$ cat src/rtl/pliu_pkg.sv
// ----------------------------------------------------------------------------
// pliu_pkg
// Shared widths, codes and sequencer states for the positional list unit.
// ----------------------------------------------------------------------------
package pliu_pkg;

  localparam int unsigned CAPACITY_DEF   = 16;
  localparam int unsigned DATA_WIDTH_DEF = 64;

  localparam int unsigned CMD_W    = 2;
  localparam int unsigned POS_W    = 5;
  localparam int unsigned WORD_W   = 64;
  localparam int unsigned COUNT_W  = 5;
  localparam int unsigned STATUS_W = 2;

  localparam int unsigned IN_TDATA_W  = 72;
  localparam int unsigned OUT_TDATA_W = 72;

  typedef enum logic [CMD_W-1:0] {
    CMD_INSERT = 2'd0,
    CMD_ERASE  = 2'd1,
    CMD_READ   = 2'd2
  } cmd_e;

  typedef enum logic [STATUS_W-1:0] {
    ST_OK    = 2'd0,
    ST_FULL  = 2'd1,
    ST_RANGE = 2'd2,
    ST_EMPTY = 2'd3
  } status_e;

  typedef enum logic [2:0] {
    S_IDLE,
    S_FETCH,
    S_CAPTURE,
    S_SHIFT_RD,
    S_SHIFT_WR,
    S_PLACE,
    S_DONE
  } seq_state_e;

endpackage

$ cat src/rtl/pliu_store.sv
// ----------------------------------------------------------------------------
// pliu_store
// Entry storage: one write port, one read port with registered read data.
// ----------------------------------------------------------------------------
module pliu_store #(
  parameter int unsigned DEPTH      = pliu_pkg::CAPACITY_DEF,
  parameter int unsigned WIDTH      = pliu_pkg::DATA_WIDTH_DEF,
  parameter int unsigned ADDR_WIDTH = $clog2(pliu_pkg::CAPACITY_DEF)
) (
  input  logic                  clk_i,
  input  logic                  wr_en_i,
  input  logic [ADDR_WIDTH-1:0] wr_addr_i,
  input  logic [WIDTH-1:0]      wr_data_i,
  input  logic                  rd_en_i,
  input  logic [ADDR_WIDTH-1:0] rd_addr_i,
  output logic [WIDTH-1:0]      rd_data_o
);

  logic [WIDTH-1:0] mem_q [DEPTH];
  logic [WIDTH-1:0] rd_data_q;

  always_ff @(posedge clk_i) begin
    if (wr_en_i) begin
      mem_q[wr_addr_i] <= wr_data_i;
    end
    if (rd_en_i) begin
      rd_data_q <= mem_q[rd_addr_i];
    end
  end

  assign rd_data_o = rd_data_q;

endmodule

$ cat src/rtl/positional_list_insert_erase_unit.sv
// ----------------------------------------------------------------------------
// positional_list_insert_erase_unit
// Ordered list of up to CAPACITY words: insert, erase or read at a position.
//
//   channel  dir  tdata (low bit up)                   tuser
//   s_axis   in   pos[4:0], data_in[68:5], zero pad    cmd[1:0]
//   m_axis   out  data_out[63:0], count[68:64], pad    status[1:0]
//
// After accept: a read fetches the entry at pos; an insert shifts the entries
// from pos up, then writes at pos; an erase fetches, then shifts down; a reject
// ends at once. The next request is taken in the cycle after the result is
// loaded. A move uses the single storage read port, then its write port.
// Reset clears the count and the sequencer; entry contents need no clearing.
// A finished result waits in the output register; a second one holds the
// sequencer until the receiver takes the first.
// ----------------------------------------------------------------------------
module positional_list_insert_erase_unit #(
  parameter int unsigned CAPACITY   = pliu_pkg::CAPACITY_DEF,
  parameter int unsigned DATA_WIDTH = pliu_pkg::DATA_WIDTH_DEF
) (
  input  logic                               clk_i,
  input  logic                               rst_ni,
  input  logic                               s_axis_tvalid,
  output logic                               s_axis_tready,
  // pos[4:0], data_in[68:5], zero [71:69]
  input  logic [pliu_pkg::IN_TDATA_W-1:0]    s_axis_tdata,
  // cmd[1:0]
  input  logic [pliu_pkg::CMD_W-1:0]         s_axis_tuser,
  output logic                               m_axis_tvalid,
  input  logic                               m_axis_tready,
  // data_out[63:0], count[68:64], zero [71:69]
  output logic [pliu_pkg::OUT_TDATA_W-1:0]   m_axis_tdata,
  // status[1:0]
  output logic [pliu_pkg::STATUS_W-1:0]      m_axis_tuser
);

  localparam int unsigned IdxW  = $clog2(CAPACITY + 1);
  localparam int unsigned AddrW = $clog2(CAPACITY);
  localparam int unsigned CmpW  = (IdxW > pliu_pkg::POS_W) ? IdxW : pliu_pkg::POS_W;

  pliu_pkg::seq_state_e state_q, state_d;

  logic [IdxW-1:0]       count_q, count_d;
  logic [IdxW-1:0]       idx_q;
  logic [IdxW-1:0]       limit_q;
  logic [IdxW-1:0]       pos_q;
  logic [IdxW-1:0]       idx_step;
  logic [DATA_WIDTH-1:0] word_q;
  logic [DATA_WIDTH-1:0] result_q;
  logic                  is_insert_q;
  logic                  is_erase_q;
  pliu_pkg::status_e     status_q;

  logic                          out_valid_q;
  logic [pliu_pkg::WORD_W-1:0]   out_data_q;
  logic [pliu_pkg::COUNT_W-1:0]  out_count_q;
  pliu_pkg::status_e             out_status_q;

  logic [pliu_pkg::POS_W-1:0] in_pos;
  pliu_pkg::cmd_e             in_cmd;
  logic                       in_insert;
  logic                       in_accept;
  pliu_pkg::status_e          in_status;

  logic                  rd_en, wr_en, out_load;
  logic [AddrW-1:0]      rd_addr, wr_addr;
  logic [DATA_WIDTH-1:0] wr_data, rd_data;

  assign in_pos    = s_axis_tdata[pliu_pkg::POS_W-1:0];
  assign in_cmd    = pliu_pkg::cmd_e'(s_axis_tuser);
  assign in_insert = (in_cmd == pliu_pkg::CMD_INSERT);
  assign in_accept = s_axis_tvalid && s_axis_tready;

  // admission check against the current count
  always_comb begin
    in_status = pliu_pkg::ST_OK;
    if (in_insert) begin
      if (count_q == IdxW'(CAPACITY)) begin
        in_status = pliu_pkg::ST_FULL;
      end else if (CmpW'(in_pos) > CmpW'(count_q)) begin
        in_status = pliu_pkg::ST_RANGE;
      end
    end else begin
      if (count_q == '0) begin
        in_status = pliu_pkg::ST_EMPTY;
      end else if (CmpW'(in_pos) >= CmpW'(count_q)) begin
        in_status = pliu_pkg::ST_RANGE;
      end
    end
  end

  // shared step unit: one index move per entry shifted
  assign idx_step = is_insert_q ? (idx_q - IdxW'(1)) : (idx_q + IdxW'(1));

  // next state
  always_comb begin
    state_d = state_q;
    case (state_q)
      pliu_pkg::S_IDLE: begin
        if (in_accept) begin
          if (in_status != pliu_pkg::ST_OK) begin
            state_d = pliu_pkg::S_DONE;
          end else if (in_insert) begin
            state_d = (count_q == IdxW'(in_pos)) ? pliu_pkg::S_PLACE : pliu_pkg::S_SHIFT_RD;
          end else begin
            state_d = pliu_pkg::S_FETCH;
          end
        end
      end
      pliu_pkg::S_FETCH:   state_d = pliu_pkg::S_CAPTURE;
      pliu_pkg::S_CAPTURE: begin
        state_d = (is_erase_q && (pos_q != limit_q)) ? pliu_pkg::S_SHIFT_RD
                                                     : pliu_pkg::S_DONE;
      end
      pliu_pkg::S_SHIFT_RD: state_d = pliu_pkg::S_SHIFT_WR;
      pliu_pkg::S_SHIFT_WR: begin
        if (idx_step == limit_q) begin
          state_d = is_insert_q ? pliu_pkg::S_PLACE : pliu_pkg::S_DONE;
        end else begin
          state_d = pliu_pkg::S_SHIFT_RD;
        end
      end
      pliu_pkg::S_PLACE: state_d = pliu_pkg::S_DONE;
      pliu_pkg::S_DONE: begin
        if (!out_valid_q || m_axis_tready) begin
          state_d = pliu_pkg::S_IDLE;
        end
      end
      default: state_d = pliu_pkg::S_IDLE;
    endcase
  end

  // sequencer outputs
  always_comb begin
    s_axis_tready = 1'b0;
    rd_en         = 1'b0;
    rd_addr       = pos_q[AddrW-1:0];
    wr_en         = 1'b0;
    wr_addr       = idx_q[AddrW-1:0];
    wr_data       = rd_data;
    out_load      = 1'b0;
    case (state_q)
      pliu_pkg::S_IDLE:  s_axis_tready = 1'b1;
      pliu_pkg::S_FETCH: rd_en = 1'b1;
      pliu_pkg::S_SHIFT_RD: begin
        rd_en   = 1'b1;
        rd_addr = idx_step[AddrW-1:0];
      end
      pliu_pkg::S_SHIFT_WR: wr_en = 1'b1;
      pliu_pkg::S_PLACE: begin
        wr_en   = 1'b1;
        wr_addr = pos_q[AddrW-1:0];
        wr_data = word_q;
      end
      pliu_pkg::S_DONE: out_load = !out_valid_q || m_axis_tready;
      default: ;
    endcase
  end

  always_comb begin
    count_d = count_q;
    if (status_q == pliu_pkg::ST_OK) begin
      if (is_insert_q) begin
        count_d = count_q + IdxW'(1);
      end else if (is_erase_q) begin
        count_d = count_q - IdxW'(1);
      end
    end
  end

  always_ff @(posedge clk_i or negedge rst_ni) begin
    if (!rst_ni) begin
      state_q     <= pliu_pkg::S_IDLE;
      count_q     <= '0;
      out_valid_q <= 1'b0;
    end else begin
      state_q <= state_d;
      if (out_load) begin
        count_q     <= count_d;
        out_valid_q <= 1'b1;
      end else if (m_axis_tready) begin
        out_valid_q <= 1'b0;
      end
    end
  end

  // request and working registers
  always_ff @(posedge clk_i) begin
    case (state_q)
      pliu_pkg::S_IDLE: begin
        if (in_accept) begin
          is_insert_q <= in_insert;
          is_erase_q  <= (in_cmd == pliu_pkg::CMD_ERASE);
          status_q    <= in_status;
          pos_q       <= IdxW'(in_pos);
          word_q      <= s_axis_tdata[pliu_pkg::POS_W +: DATA_WIDTH];
          result_q    <= '0;
          idx_q       <= count_q;
          limit_q     <= in_insert ? IdxW'(in_pos) : (count_q - IdxW'(1));
        end
      end
      pliu_pkg::S_CAPTURE: begin
        result_q <= rd_data;
        idx_q    <= pos_q;
      end
      pliu_pkg::S_SHIFT_WR: idx_q <= idx_step;
      default: ;
    endcase
    if (out_load) begin
      out_data_q   <= pliu_pkg::WORD_W'(result_q);
      out_count_q  <= pliu_pkg::COUNT_W'(count_d);
      out_status_q <= status_q;
    end
  end

  pliu_store #(
    .DEPTH      (CAPACITY),
    .WIDTH      (DATA_WIDTH),
    .ADDR_WIDTH (AddrW)
  ) u_store (
    .clk_i     (clk_i),
    .wr_en_i   (wr_en),
    .wr_addr_i (wr_addr),
    .wr_data_i (wr_data),
    .rd_en_i   (rd_en),
    .rd_addr_i (rd_addr),
    .rd_data_o (rd_data)
  );

  assign m_axis_tvalid = out_valid_q;
  assign m_axis_tdata  = {{(pliu_pkg::OUT_TDATA_W - pliu_pkg::WORD_W - pliu_pkg::COUNT_W){1'b0}},
                          out_count_q, out_data_q};
  assign m_axis_tuser  = out_status_q;

`ifndef SYNTH
  a_count_bound: assert property (@(posedge clk_i) disable iff (!rst_ni)
    count_q <= IdxW'(CAPACITY))
    else $error("entry count beyond capacity");

  a_busy_after_accept: assert property (@(posedge clk_i) disable iff (!rst_ni)
    in_accept |=> state_q != pliu_pkg::S_IDLE)
    else $error("sequencer idle right after a request");

  a_count_only_on_result: assert property (@(posedge clk_i) disable iff (!rst_ni)
    !out_load |=> $stable(count_q))
    else $error("count moved without a result");

  a_reject_zero: assert property (@(posedge clk_i) disable iff (!rst_ni)
    (m_axis_tvalid && (out_status_q != pliu_pkg::ST_OK)) |-> (out_data_q == '0))
    else $error("rejected request carries data");
`endif

endmodule
$ cat config.mk
export PLATFORM = sky130hd
export DESIGN_NAME = positional_list_insert_erase_unit
export DESIGN_NICKNAME = d
export VERILOG_FILES = /design/src/rtl/pliu_pkg.sv /design/src/rtl/pliu_store.sv /design/src/rtl/positional_list_insert_erase_unit.sv
export SDC_FILE = /design/constraint.sdc
export NUM_CORES = 1
export LEC_CHECK = 0
export BUFFER_PORTS_ARGS = -buffer_cell sky130_fd_sc_hd__buf_2
export CELL_PAD_IN_SITES_DETAIL_PLACEMENT = 1
export CELL_PAD_IN_SITES_GLOBAL_PLACEMENT = 2
export CORE_UTILIZATION = 50
export DETAILED_ROUTE_END_ITERATION = 12
export GPL_TIMING_DRIVEN = 0
export PLACE_DENSITY_LB_ADDON = 0.1
export SYNTH_ARGS = -nofsm -noshare
export SYNTH_HDL_FRONTEND = slang
export SYNTH_HIERARCHICAL = 1
export SYNTH_SLANG_ARGS = --single-unit
$ cat constraint.sdc
create_clock -name clk_i -period 8.15 [get_ports clk_i]
set_input_delay 0.4075 -clock clk_i [delete_from_list [all_inputs] [get_ports clk_i]]
set_output_delay 0.4075 -clock clk_i [all_outputs]
set_load 0.05 [all_outputs]
==> impl_metrics.csv <==
group,metric,value,unit
clock_network,numCtsBuffers,138,
grt,grt-ovfl-total,0,
routing,highest_layer,"met4",
floorplan,die_w,316,um
final_layout,most-common-layout-cells,"edfxtp_1 (1306), mux4_2 (256), buf_2 (169), clkbuf_16 (139), a22oi_1 (130)",
synth,synthArstFlopShare,0.00684,
synth,synth-simple-area-share,0.0218,
grt,grt_pass1_wl,176000,um
routing,drcViolationCount,0,
synth,ys_ff_latch,1315,
grt,antenna_found_initial,3,
floorplan,core-area,97300,sq um
placement,gp_congestion,0.747,
run,maxCapViolations,0,
worst_setup_path,arrival,5.75,ns
worst_setup_path,crit_chain,"buf_2 > and2b_1 > nand2_1 > buf_2 > buf_2 > mux2_1 > nand3b_1 > nor3_2 > buf_6 > buf_4 > buf_6 > buf_6",
power_and_ir_drop,finalPower,20.6,mW
final_layout,final_common_cell,"edfxtp_1",
clock_network,clk_path_buf_depth,3,
clock_network,post_cts_buffers,0,
timing,hold_viol_final,0,
timing,final.setup_skew,0.0225,ns
clock_network,cts.htree.levels,4,
timing,relSlewSlack,0.103,
synth,synth-compound-area-share,0.0269,
floorplan,dieArea,100000,sq um
floorplan,num_rows,114,
power_and_ir_drop,p_leak,19.2,nW
run_status,status,"completed",
worst_setup_path,cp.depth,12,
floorplan,ios,154,
worst_setup_path,critical_path_class,"reg2reg",
routing,avgRoutedWirePerCell,30.2,um
routing,via_per_inst,6.01,
clock_network,cts_root_buf,"clkbuf_16",
worst_setup_path,max_stage_delay,0.78,ns
final_layout,nets,2733,
worst_setup_path,cp-end-kind,"register",
synth,syn_avg_cell_area,22.4,sq um
placement,port-buffer-count,147,
worst_setup_path,setup.worst_path.start_class,"register",
synth,synth_flop_cell,"edfxtp_1",
routing,drt_wl_total,122000,um
grt,grt.total_usage,0.248,
timing,slew_violations,0,
routing,via_count,24200,
worst_setup_path,path_buf_inv,7,
synth,synth_fa_ha_area_frac,0.00319,
clock_network,hold_buffers,72,
hold_path,min_path_cells,3,
routing,antenna_left,0,
final_layout,syn_to_final_growth,18.1,%
routing,drtPass1Iterations,6,
synth,synthCells,2204,
timing,rsz0062_at_grt,"no",
synth,synth_top_family_by_area,"multiplexers",
power_and_ir_drop,p_per_area,354,nW/um^2
worst_setup_path,critPathRequiredTime,8.58,ns
routing,dr_wl_met3,7300,um
worst_setup_path,crit_fanout,10,
timing,max_freq,188,MHz
hold_path,worstHoldPathType,"in2reg",
clock_network,cts_sinks,1315,
clock_network,cts_tree,"done",
final_layout,instances_no_fill,4028,
grt,grt_pass1_vias,25700,
timing,min_period_over_period,0.652,
synth,synth.distinct_cells,56,
routing,met1_length,52400,um
synth,ys_warn_count,6,
floorplan,fp.dieH,316,um
power_and_ir_drop,ir_drop,0.249,mV
clock_network,postCtsResizedCells,0,
synth,synth_seq_area_share,0.798,
routing,drt_first_iter_violations,2458,
final_layout,final_util,0.600,
synth,syn_area,49400,sq um
synth,synth_edf_count,1306,
timing,worst_slew_pin_slew,1.35,ns
placement,dp_cells,3707,
synth,synth_xor_area_frac,0.00493,
grt,grt_max_degree,45,
worst_setup_path,cp_top_family,"simple AND/OR/NAND/NOR gates",
routing,dr_wl_met2,59700,um
synth,synthMuxAreaShare,0.133,
placement,post-dp-hpwl,76200,um
worst_setup_path,worst_r2r_path_depth,12,
final_layout,drive_gt1_frac,0.273,
timing,setup_viol,0,
timing,period_minus_slack,5.32,ns
worst_setup_path,crit_slowest_cell,"nor3_2",
clock_network,clk_latency,0.74,ns
clock_network,cts.clk_slew.worst_paths,0.06,ns
floorplan,initial_core_util,0.508,
==> tightest hold or removal path: cells and delay by family <==
family	cells	cell delay (ns)
buffers and inverters	1	0.07
and+or+nand+nor	1	0.18
AOI/OAI and AO/OA	1	0.09
==> cells in the mapped netlist, types with 10 or more instances <==
| master | n | area share |
|---|---|---|
| clkbuf_1 | 58 | 0.0044 |
| o21ai_1 | 10 | 0.0010 |
| buf_6 | 14 | 0.0032 |
| nand2_1 | 87 | 0.0066 |
| ha_1 | 11 | 0.0028 |
| nor3_1 | 12 | 0.0012 |
| and3_1 | 66 | 0.0084 |
| edfxtp_1 | 1306 | 0.79 |
| nor2_1 | 24 | 0.0018 |
| a22oi_1 | 130 | 0.020 |
| xnor2_1 | 17 | 0.0030 |
| buf_1 | 13 | 0.00099 |
| mux2_1 | 69 | 0.016 |
| mux4_2 | 256 | 0.12 |
| buf_2 | 22 | 0.0022 |
==> registers in the layout, summed over array words and instances (netlist names), 2 cells and up <==
register	cells
u_store/mem_q	1024
out_data_q	64
result_q	64
u_store/rd_data_o	64
word_q	64
count_q	5
idx_q	5
limit_q	5
out_count_q	5
pos_q	5
state_q	3
m_axis_tuser	2
status_q	2
==> logic make-up after synthesis <==
kind of cell,after synthesis
multiplexers,326
adder cells (fa/ha/maj),12
other,1
flip-flops,1315
XOR/XNOR,24
AND/OR/NAND/NOR,218
AO/OA/AOI/OAI,183
buffers and inverters,125
==> metrics by stage <==
stage | setup WS, ns | hold slack [ns] | cell area [sq um] | setup TNS, ns
final | 2.83 | 0.0774 | 58400 | 0
after global routing | 2.71 | 0.0750 | 58400 | 0
after CTS | 2.84 | 0.0361 | 58400 | 0
after detailed placement | 2.86 | 0.305 | 53300 | 0
after global placement | -6.16 | 0.296 | 51800 | -3014.37
after floorplan | 1.03 | 0.112 | 49500 | 0
==> where the power goes <==
group / switching [mW] / internal [mW]
logic: 3.39 / 1.71
clock network: 2.59 / 3.53
registers: 0.286 / 9.13
total: 6.27 / 14.4
==> cell type report <==
type                       instances  area, sq um
antenna                            2         5.00
buffer                           116          603
clock buffer                     166         3580
clock inverter                    81          806
fill                            8089        38900
inverter                           9         33.8
multi-input combinational        766         9510
sequential                      1315        39400
tap                             1276         1600
timing repair buffer             297         2810
==> metal layers <==
layer	track usage	vias up
met3	0.0433	145
met5	0	-
met2	0.398	852
li1	-	10100
met1	0.357	13100
met4	0.0641	0
==> final timing paths <==
path                                       startpoint                              to  slack, ns
setup / recovery               state_q[2]$_DFFE_PN0P_  u_store/mem_q[8][31]$_DFFE_PP_       2.83
hold / removal                          m_axis_tready       m_axis_tvalid$_DFFE_PN0P_       0.08
setup reg to reg               state_q[2]$_DFFE_PN0P_  u_store/mem_q[8][31]$_DFFE_PP_       2.83
hold reg to reg            result_q[46]$_SDFFCE_PN0P_        out_data_q[46]$_DFFE_PP_       0.42
max in group asynchronous                      rst_ni       m_axis_tvalid$_DFFE_PN0P_       7.83
min in group asynchronous                      rst_ni          state_q[0]$_DFFE_PN0P_       0.10
No activity file was read; power rests on OpenSTA's default activity.
